===== src/design/pbc_pkg.sv =====
// ----------------------------------------------------------------------------
// pbc_pkg
// Shared constants for the predecoded block cache: defaults, operation and
// status codes, and the hash multiplier.
// ----------------------------------------------------------------------------
package pbc_pkg;

  localparam int TABLE_BITS_DEF  = 10;
  localparam int ARENA_DEPTH_DEF = 4096;
  localparam int PROBES_DEF      = 8;

  localparam logic [31:0] KNUTH_MUL = 32'd2654435761;

  localparam logic [2:0] FUNC_LOOKUP = 3'd0;
  localparam logic [2:0] FUNC_RECORD = 3'd1;
  localparam logic [2:0] FUNC_CLOSE  = 3'd2;
  localparam logic [2:0] FUNC_CUT    = 3'd3;
  localparam logic [2:0] FUNC_READ   = 3'd4;

  localparam logic [1:0] STATUS_DONE    = 2'd0;
  localparam logic [1:0] STATUS_FLUSHED = 2'd1;
  localparam logic [1:0] STATUS_FULL    = 2'd2;
  localparam logic [1:0] STATUS_LOST    = 2'd3;

endpackage


===== src/design/pbc_hash.sv =====
// ----------------------------------------------------------------------------
// pbc_hash
// Registered multiplicative hash: top TABLE_BITS bits of (pc >> 1) * K.
// ----------------------------------------------------------------------------
module pbc_hash #(
  parameter int TABLE_BITS = pbc_pkg::TABLE_BITS_DEF
) (
  input  logic                  clk,
  input  logic [31:0]           pc,
  output logic [TABLE_BITS-1:0] hash
);
  import pbc_pkg::*;

  logic [31:0] product;

  assign product = {1'b0, pc[31:1]} * KNUTH_MUL;

  always_ff @(posedge clk) begin
    hash <= product[31 -: TABLE_BITS];
  end

endmodule


===== config.mk =====
export PLATFORM = sky130hd
export DESIGN_NAME = pbc_hash
export DESIGN_NICKNAME = d
export VERILOG_FILES = /design/src/design/pbc_pkg.sv /design/src/design/pbc_hash.sv
export SDC_FILE = /design/constraint.sdc
export NUM_CORES = 1
export LEC_CHECK = 0
export BUFFER_PORTS_ARGS = -buffer_cell sky130_fd_sc_hd__buf_2
export CORE_MARGIN = 2
export CORE_UTILIZATION = 45
export CTS_CLUSTER_DIAMETER = 100
export CTS_CLUSTER_SIZE = 30
export DETAILED_ROUTE_END_ITERATION = 10
export PLACE_DENSITY = 0.62
export SETUP_SLACK_MARGIN = 0.2
export SYNTH_ARGS = -nofsm -noshare
export SYNTH_HDL_FRONTEND = slang
export SYNTH_SLANG_ARGS = --single-unit

===== constraint.sdc =====
create_clock -name clk -period 7.1 [get_ports clk]
set_input_delay 1.42 -clock clk [delete_from_list [all_inputs] [get_ports clk]]
set_output_delay 1.42 -clock clk [all_outputs]
set_load 0.03 [all_outputs]

# [After elaboration in Yosys (flattened, before gate mapping)]
# Index checks and enable logic that the tools add are counted.
# W data, S select, Z words.
[word_totals] mem_bits_ro=0 ram_bits=0 n_memories=0 in_bits=33 latchBits=0 word_cells=2 ff_bits=10 output_inout_bits=10
[op_classes] bitwise_logic=0 n_reduce_logical=0 n_addsub=0 div=0 n_mul=1 n_lt_le_gt_ge=0 eq_ne=0 shifts=0 mux=0
[op_table] cell="$mul A31 B32 Y32 const B" n=1

# [Depth between registers and ports, before layout]
# Gate-level depths: netlist (run 1).
[depth] depth_word=1 ltp_mapped=22 ltp_nobuf=22

# [Worst setup path after synthesis (run 1)]
# No wires, ideal clock.
[synth_timing] path_type="input to register" from="input port pc[5]" to="register hash[9]" path_stages=20 arrival_ps=7233 setup_time_ps=125 path_buffers=0 slack_ps=-258 required_time_ps=6975 cell_sequence="fa_1 inv_1 fa_1 inv_1 fa_1 fa_1 fa_1 fa_1 fa_1 inv_1 fa_1 inv_1 ha_1 a21o_1 a21oi_1 nor2b_1 or4b_2 a31oi_1 o31ai_1 xnor2_1"
[synth_between] elab_chain_len=1
[synth_rtl] item="start, declared" line_no="pbc_hash.sv:9" source="input logic [31:0] pc,"
[synth_rtl] item="$mul A31 B32 Y32" line_no="pbc_hash.sv:16" source="assign product = {1'b0, pc[31:1]} * KNUTH_MUL;"
[synth_rtl] item="via product[31]" line_no="pbc_hash.sv:14" source="logic [31:0] product;"
[synth_rtl] item="end signal, assigned" line_no="pbc_hash.sv:19" source="hash <= product[31 -: TABLE_BITS];"
[synth_rtl] item="end, declared" line_no="pbc_hash.sv:10" source="output logic [TABLE_BITS-1:0] hash"
# The timed path passes the listed nets, and every way through them passes these cells.

# [Worst setup path after layout (run 1)]
[layout_timing] from="input port pc[6]" to="register hash[6]"
# Same word-level chain as after synthesis.

==> impl_results.md, run 1 <==
* Status: complete, no violations
* Non-Filler Instances at 1116
* Setup ws final at 0.00565 ns
* Clk root buf: clkbuf_16
* Core ar. at between 15000 and 20000 um2
* Final Max Tran Viols at 0
* Die Width at 136 um
* CP endpoint kind: register
* Max cap viols at 0
* Synthesis Warnings at 0
* Final Wtd Congestion at around 0.9
* Post-CTS Hold Buffers at 0
* Min-Delay Path Class: register to output port
* Max reg flops at 10
* Startpoint Class: input pin
* Post-synth top cells: 267 x inv_1, 185 x fa_1, 168 x ha_1
* Mapped Area at 7840 um2
* Vias in the first global route at 5500
* 1st-iter DRT viols at ~170
* Initial Util at 45.7%
* Arrival @ worst endpoint at 7.21 ns
* Pre-antenna DRT Iters at 4
* First-pass GRT wire length at roughly 29 mm
* Sequential fraction of the synthesis area at between 2 and 3%
* Number of hold violations in the final report at 0
* Worst slew margin at approximately 77%
* Final period util at between 90 and 100%
* DRC Markers at 0
* Post-Synthesis Net Count at between 1000 and 1500
* N_diodes at 0
* Critical Path RT at between 7 and 8 ns
* Clock tree buffer depth at 2
* Largest net degree at the start of global routing at 9
* Gate Count Post-Synth at between 700 and 800
* Yosys reg bits at 10
* Area contributors post-synth: fa_1 47%, ha_1 27%, inv_1 13%
* Area leader, netlist: fa_1
* Final setup vio count at 0
* Avg Inst Size Synth at roughly 11 um2
* # IOs at 43
* Critical path type: input pin to register
* Min cycle time layout at between 7 and 8 ns
* Die height at ~140 um
* Total global routing overflow at 0
* Area growth, synth to finish at 21.3%
* Aggregate global-route resource usage at 21.0%
* Ys async rst share at 0%
* Top FF cell, synth: dfxtp_1
* Worst Setup SP: pc[6]
* HPWL after DPL at between 15 and 20 mm
* Vias per std cell at approximately 4.6
* I/O Buffers at slightly above 40
* CTS Buf Count at 3
* Die area at ~19000 um2
* Post-synth EDFFs at 0
* Placed cell area at 9190 um2
* DR WL/cell at approximately 16 um
* Dpl ws at -0.364 ns
* CTS tree: built
* H-tree depth at 1
* Detailed Route WL at 18.2 mm
* CP Max Fanout at 4
* Final Cell Area at 9520 um2
* Distinct cells, synth at 35
* Clk sinks at 10
* Initial antenna violation count at 0
* Placed cells at 1109
* Top reg by flops: hash
* CTS clk-pin slew, worst paths at roughly 0.040 ns
* Fill cell count at around 1500
* Antenna viol nets, final at 0
* RSZ-0062 raised after global routing: yes
* Maximum clock frequency at 141 MHz
* Layout cells sized above 1 at between 20% and 30%
* Area share of the largest cell type after synthesis at between 40% and 50%
* Via count at a little over 5000
* Most frequent cell after synthesis: inv_1
* Nets@finish at roughly 1300
* Largest regs: hash x10
* Total Neg Setup Slack at 0 ns
* Site Rows at 48
* Worst Tran Pin Value at between 0.3 and 0.4 ns
* Critical Path Sink: hash[6]$_DFF_P_
-- cells in the final DEF, fill, tap and decap left out, drive strengths merged, types with 5 or more instances in the layout --
master	count
a21oi	12
buf	140
clkbuf	6
dfxtp	10
fa	185
ha	168
inv	267
nand2	5
o21ai	8
xnor2	37
xor2	7
-- area by class of cell --
class                   count  area, um2  share of cell area [%]
clock buffers               4       88.8                   0.933
multi-input cells         468       6920                    72.7
flip-flops and latches     10        200                    2.10
inverters                 267       1010                    10.6
repair buffers            142       1020                    10.7
well taps                 225        282                    2.96
-- metal layers --
| metal | vias to the layer above | wire [um] | track usage (%) | share of wire [%] |
|---|---|---|---|---|
| met3 | 12 | 491 | 0.447 | 2.7 |
| li1 | 2501 | - | - | - |
| met4 | 0 | 225 | 3.30 | 1.2 |
| met5 | - | 0 | 0 | 0 |
| met1 | 2526 | 8670 | 30.8 | 48 |
| met2 | 71 | 8780 | 35.8 | 48 |
-- how the worst min path moves through the flow --
| stage | start | end | slack [ns] | cells after the start |
|---|---|---|---|---|
| after detailed placement | hash[4]$_DFF_P_ | hash[4] | 1.85 | 1 |
| after global routing | hash[4]$_DFF_P_ | hash[4] | 2.12 | 1 |
| after CTS | hash[4]$_DFF_P_ | hash[4] | 2.11 | 1 |
| final | hash[4]$_DFF_P_ | hash[4] | 2.10 | 1 |
| after global placement | hash[0]$_DFF_P_ | hash[0] | 1.85 | 1 |
| after floorplan | hash[0]$_DFF_P_ | hash[0] | 1.79 | 0 |
-- what timing repair did --
item,4_1_cts,5_1_grt
pin swaps,24,29
gates resized for setup,30,35
endpoints found under the setup margin,9,10
setup buffers,2,1
-- cell families after synthesis --
family,synth area share (%)
AOI/OAI and AO/OA,3.73
xor gates and xnor gates,4.91
adders and majority gates,74.0
buffers and inverters,12.8
DFF,2.55
muxes,0.128
and+or+nand+nor,1.83
-- per-stage QoR --
stage	hold slack (ns)	utilization (%)
floorplan	1.79	-
CTS	2.11	54.7
finish	2.10	55.4
detailed placement	1.85	53.5
global placement	1.85	53.5
global route	2.12	55.4
-- worst max-delay path, cell delays in order --
cell,delay (ns)
buf_8,0.11
fa_2,0.60
fa_1,0.44
fa_1,0.48
fa_1,0.51
fa_1,0.49
inv_1,0.05
fa_2,0.52
inv_2,0.04
fa_2,0.53
fa_2,0.45
ha_4,0.18
a211o_1,0.25
o211ai_1,0.08
a21oi_1,0.09
a2111o_1,0.38
a211oi_4,0.29
o21bai_1,0.12
xor2_1,0.17
Power of run 1 is left out: the tool's default activity adds up to more than one toggle a clock period on the data nets, which glitch-free logic cannot reach.
==> run 2, diff against run 1 <==
--- a/config.mk
+++ b/config.mk
@@ -11,7 +11,8 @@
 export CTS_CLUSTER_DIAMETER = 100
 export CTS_CLUSTER_SIZE = 30
 export DETAILED_ROUTE_END_ITERATION = 10
-export PLACE_DENSITY = 0.62
+export GPL_TIMING_DRIVEN = 0
+export PLACE_DENSITY = 0.6
 export SETUP_SLACK_MARGIN = 0.2
 export SYNTH_ARGS = -nofsm -noshare
 export SYNTH_HDL_FRONTEND = slang
==> constraint.sdc (replaced) <==
create_clock -name clk -period 8.25 [get_ports clk]
set_input_delay 1.65 -clock clk [delete_from_list [all_inputs] [get_ports clk]]
set_output_delay 1.65 -clock clk [all_outputs]
set_load 0.03 [all_outputs]
==> run 2 against run 1 <==
  * Clock-buffer cell count unchanged
  * Hold slack improved by 0.23 ns
  * First-iteration DRC count fell by 2.3%
  * Critical path type unchanged
==> impl_results.md, run 2 (synthesis results as in run 1) <==
* CP Max Fanout at 8 (+4)
* 1st-iter DRT viols at 168 (-2.3%)
* Top reg by flops: hash
* Final Wtd Congestion at 0.881 (-3.8%)
* WHS at 2.33 ns (+0.228 ns)
* Total global routing overflow at 0 (unchanged)
* Antenna viol nets, final at 0 (unchanged)
* CP endpoint kind: register
* Global-route met1 utilization at 30.4% (-0.38 points)
* I/O Buffers at 41 (unchanged)
* Final Cell Area at 8440 um2 (-11%)
* Arrival @ worst endpoint at 7.89 ns (+0.68 ns)
* Maximum clock frequency at between 100 and 150 MHz
* Critical path type: input pin to register
* Clock tree buffer depth at 2 (unchanged)
* Clk root buf: clkbuf_16
* Fill cell count at 1663 (+9.3%)
* Number of hold violations in the final report at 0 (unchanged)
* Final setup vio count at 0 (unchanged)
* Final Max Tran Viols at 0 (unchanged)
* Largest regs: hash x10
* Vias per std cell at 4.66 (+1.7%)
* Max cap viols at 0 (unchanged)
* Max reg flops at 10 (unchanged)
* RSZ-0062 raised after global routing: yes
* N_diodes at 0 (unchanged)
* Hold Startpoint: hash[2]$_DFF_P_
* Pre-antenna DRT Iters at 4 (unchanged)
* Die area at 18500 um2 (unchanged)
* # IOs at 43 (unchanged)
* Most frequent cells in the layout: 267 x inv_1, 182 x fa_1, 167 x ha_1
* Critical Path RT at 8.36 ns (+1.14 ns)
* CTS tree: built
* Die Width at 136 um (unchanged)
* Largest net degree at the start of global routing at 10 (+1)
* Total Neg Setup Slack at 0 ns (unchanged)
* H-tree depth at 1 (unchanged)
* CTS Buf Count at 3 (unchanged)
* Area growth, synth to finish at 7.64%
* Initial Util at 45.7% (unchanged)
* Vias in the first global route at 5026 (-8.6%)
* Worst slew margin at 66.4% (-11 points)
* Placed cell area at 8330 um2 (-9.4%)
* Commonest non-fill, non-tap cell in the layout: inv_1
* Layout cells sized above 1 at 7.07% (-17 points)
* Startpoint Class: input pin
* Worst-case hold path end point: hash[2]
* Core Util, Final at 49.2% (-6.3 points)
* Clk sinks at 10 (unchanged)
* Site Rows at 48 (unchanged)
* Most Crowded Layer GR: met2
* Status: complete, no violations
* Worst Tran Pin Value at 0.499 ns (+0.159 ns)
* Min cycle time layout at roughly 7.8 ns
* Min-Delay Path Class: register to output port
* Initial antenna violation count at 0 (unchanged)
* Core ar. at 17200 um2 (unchanged)
* DR WL/cell at 16.8 um (+3.1%)
* Via count at 4735 (-7.3%)
* Final period util at 94.3%
* Hold depth at 1 (unchanged)
* GR met2 Demand/Resource at 33.1% (-2.7 points)
* Met3 Use GR at 0.373% (-0.075 points)
* Nets@finish at 1179 (-7.7%)
* Detailed Route WL at 17.1 mm (-6.0%)
* First-pass GRT wire length at 27.3 mm (-5.8%)
* DRC Markers at 0 (unchanged)
* CTS clk-pin slew, worst paths at 0.04 ns (about the same)
* Aggregate global-route resource usage at 19.9% (-1.1 points)
* Die height at 136 um (unchanged)
* HPWL after DPL at 16.3 mm (-6.1%)
==> run 2: worst max path at each step <==
stage	start	to	slack, ns	cells past startpoint
2_1_floorplan	pc[5]	hash[9]$_DFF_P_	0.66	20
3_3_place_gp	pc[5]	hash[9]$_DFF_P_	0.13	21
3_5_place_dp	pc[5]	hash[9]$_DFF_P_	0.11	21
4_1_cts	pc[5]	hash[9]$_DFF_P_	0.35	21
5_1_grt	pc[8]	hash[6]$_DFF_P_	0.19	21
6_report	pc[5]	hash[9]$_DFF_P_	0.47	21
==> run 2: area by class of cell <==
type	count	area [um2]	share of cell area, %
Tap cell	225	282	3.33
Buffer	1	3.75	0.0445
Inverter	267	1000	11.9
Clock buffer	4	88.8	1.05
Sequential cell	10	200	2.37
Timing Repair Buffer	42	215	2.55
Multi-Input combinational cell	468	6650	78.8
==> run 2: what timing repair did <==
item | in CTS | in global routing
hold buffers | 0 | 0
gates resized for setup | 0 | 6
setup endpoints to repair | 0 | 3
buffers inserted | 0 | 1
hold endpoints to repair | 0 | 0
==> run 2: stage by stage <==
| step | worst slack (ns) | cells |
|---|---|---|
| after detailed placement | 0.108 | 1012 |
| final | 0.474 | 1017 |
| after floorplan | 0.662 | 746 |
| after global placement | 0.128 | 1012 |
| after global routing | 0.188 | 1017 |
| after CTS | 0.352 | 1016 |
==> run 2: routing by layer <==
| layer | up-vias | part of all wire [%] | wire length, um |
|---|---|---|---|
| met5 | - | 0 | 0 |
| met3 | 6 | 1.7 | 295 |
| met4 | 0 | 0.51 | 87 |
| met2 | 58 | 47 | 8110 |
| li1 | 2304 | - | - |
| met1 | 2367 | 50 | 8590 |
==> run 2: critical path, cell delays in order <==
cell	delay (ns)
buf_2	0.18
fa_2	0.57
inv_1	0.09
fa_1	0.53
inv_1	0.06
fa_1	0.43
fa_2	0.57
fa_1	0.45
fa_1	0.46
fa_1	0.51
inv_1	0.05
fa_1	0.47
inv_1	0.04
ha_1	0.33
a21o_1	0.22
a21oi_1	0.14
nor2b_1	0.07
or4b_2	0.62
a31oi_1	0.19
o31ai_1	0.11
xnor2_1	0.13
Power of run 2 is left out for the same reason.
==> run 3, diff against run 2 <==
--- a/config.mk
+++ b/config.mk
@@ -13,6 +13,7 @@
 export DETAILED_ROUTE_END_ITERATION = 10
 export GPL_TIMING_DRIVEN = 0
 export PLACE_DENSITY = 0.6
+export RECOVER_POWER = 25
 export SETUP_SLACK_MARGIN = 0.2
 export SYNTH_ARGS = -nofsm -noshare
 export SYNTH_HDL_FRONTEND = slang
==> run 3 against run 2 <==
  * Final area is essentially flat
  * Core utilization is essentially flat
  * Critical path depth is the same
  * Flip-flop and latch count is the same
  * Final cell count is the same
  * Wire length is essentially flat
  * Hold slack is essentially flat
  * Maximum frequency is essentially flat
  * Via count is essentially flat
  * First-iteration DRC count is the same
  * Critical path type unchanged
  * Critical endpoint unchanged
  * Highest routed layer unchanged
==> impl_results.md, run 3 (synthesis results as in run 1) <==
* Largest net degree at the start of global routing at 10 (unchanged)
* Worst stage delay on the critical path at 0.62 ns (about the same)
* HPWL after DPL at 16.3 mm (unchanged)
* N_diodes at 0 (unchanged)
* Die area at 18500 um2 (unchanged)
* # IOs at 43 (unchanged)
* Initial antenna violation count at 0 (unchanged)
* Die height at 136 um (unchanged)
* CP endpoint kind: register
* Startpoint Class: input pin
* Critical Path RT at 8.36 ns (about the same)
* Detailed Route WL at 17.1 mm (about the same)
* I/O Buffers at 41 (unchanged)
* First-pass GRT wire length at 27.3 mm (unchanged)
* Site Rows at 48 (unchanged)
* Cells along the critical path: buf_2 > fa_2 > inv_1 > fa_1 > inv_1 > fa_1 > fa_2 > fa_1 > fa_1 > fa_1 > inv_1 > fa_1 > inv_1 > ha_1 > a21o_1 > a21oi_1 > nor2b_1 > or4b_2 > a31oi_1 > o31ai_1 > xnor2_1
* Final Wtd Congestion at 0.881 (unchanged)
* Post-route met1 wirelength at 8.61 mm (+0.23%)
* Via count at 4731 (-0.084%)
* Maximum clock frequency at 129 MHz (about the same)
* Status: complete, no violations
* Clock tree buffer depth at 2 (unchanged)
* RSZ-0062 raised after global routing: yes
* CTS Buf Count at 3 (unchanged)
* CTS clk-pin slew, worst paths at 0.04 ns (about the same)
* Largest regs: hash x10
* Vias per std cell at 4.65 (about the same)
* Nets@finish at 1179 (unchanged)
* Final period util at 94.3% (about the same)
* Vias in the first global route at 5026 (unchanged)
* Aggregate global-route resource usage at 19.9% (unchanged)
* 1st-iter DRT viols at 168 (unchanged)
* Arrival @ worst endpoint at 7.89 ns (about the same)
* Die Width at 136 um (unchanged)
* Most frequent CP cell: fa_1
* Number of hold violations in the final report at 0 (unchanged)
* Total Neg Setup Slack at 0 ns (unchanged)
* Total global routing overflow at 0 (unchanged)
* DRC Markers at 0 (unchanged)
* Clk sinks at 10 (unchanged)
* Area growth, synth to finish at 7.56% (about the same)
* Pre-antenna DRT Iters at 4 (unchanged)
* Most frequent cells in the layout: 267 x inv_1, 182 x fa_1, 167 x ha_1
* Hold depth at 1 (unchanged)
* Worst slew margin at 66.4% (unchanged)
* Clk root buf: clkbuf_16
* Met3 WL at 279 um (-5.4%)
* Max reg flops at 10 (unchanged)
* Final Max Tran Viols at 0 (unchanged)
* CTS tree: built
* Worst Tran Pin Value at 0.499 ns (unchanged)
* Commonest non-fill, non-tap cell in the layout: inv_1
* Hold Startpoint: hash[2]$_DFF_P_
* Critical path type: input pin to register
* CP max stage cell: or4b_2
* Fill cell count at 1663 (unchanged)
* CP Max Fanout at 8 (unchanged)
* Top reg by flops: hash
* Post-CTS Hold Buffers at 0 (unchanged)
* Max cap viols at 0 (unchanged)
* Metal2 WL at 8.11 mm (about the same)
* Layout cells sized above 1 at 6.44% (-0.63 points)
* Initial Util at 45.7% (unchanged)
* Min-Delay Path Class: register to output port
* Antenna viol nets, final at 0 (unchanged)
* Top sig layer: met4
* DR WL/cell at 16.8 um (about the same)
* Final setup vio count at 0 (unchanged)
* Core ar. at 17200 um2 (unchanged)
* H-tree depth at 1 (unchanged)
* Min cycle time layout at 7.78 ns (+0.00288 ns)
* Worst-case hold path end point: hash[2]
-- run 3: cell types whose count changed in the layout (fill, tap and decap cells not counted), sizes merged --
cell    delta
buf        -5
clkbuf     +5
-- run 3: worst max-delay path by stage --
stage                      from  slack [ns]               to  depth (start not counted)
after floorplan           pc[5]        0.66  hash[9]$_DFF_P_                         20
final                     pc[5]        0.47  hash[9]$_DFF_P_                         21
after detailed placement  pc[5]        0.11  hash[9]$_DFF_P_                         21
after global routing      pc[8]        0.19  hash[6]$_DFF_P_                         21
after global placement    pc[5]        0.13  hash[9]$_DFF_P_                         21
after CTS                 pc[5]        0.35  hash[9]$_DFF_P_                         21
-- run 3: worst max-delay path, delay by kind of cell --
| kind | cells | cell delay (ns) |
|---|---|---|
| buf+inv | 5 | 0.42 |
| fa+ha+maj | 9 | 4.32 |
| compound gates | 4 | 0.66 |
| xor+xnor | 1 | 0.13 |
| simple gates | 2 | 0.69 |
-- run 3: cell type report --
class	instances	area [um2]	share of cell area, %
repair buffers	42	209	2.48
inverters	267	1000	11.9
plain buffers	1	3.75	0.0445
flip-flops and latches	10	200	2.37
multi-input cells	468	6650	78.8
well taps	225	282	3.34
clock buffers	4	88.8	1.05
-- run 3: repair_timing --
action	4_1_cts	5_1_grt
endpoints found under the setup margin	0	3
buffers inserted	0	1
gates resized for setup	0	6
-- run 3: per-stage QoR --
stage / instance area, um2 / setup slack, ns / utilization [%] / instances / hold slack [ns]
3_3_place_gp: 8330 / 0.128 / 48.5 / 1012 / 2.08
3_5_place_dp: 8330 / 0.108 / 48.5 / 1012 / 2.08
2_1_floorplan: 7840 / 0.662 / - / 746 / 2.02
6_report: 8440 / 0.471 / 49.1 / 1017 / 2.33
5_1_grt: 8440 / 0.188 / 49.1 / 1017 / 2.36
4_1_cts: 8420 / 0.352 / 49.0 / 1016 / 2.34
-- run 3: metal layers --
layer,global-route usage (%),vias up
met5,0,-
met4,1.91,0
met3,0.373,6
met2,33.1,52
met1,30.4,2369
li1,-,2304
Power of run 3 is left out for the same reason.
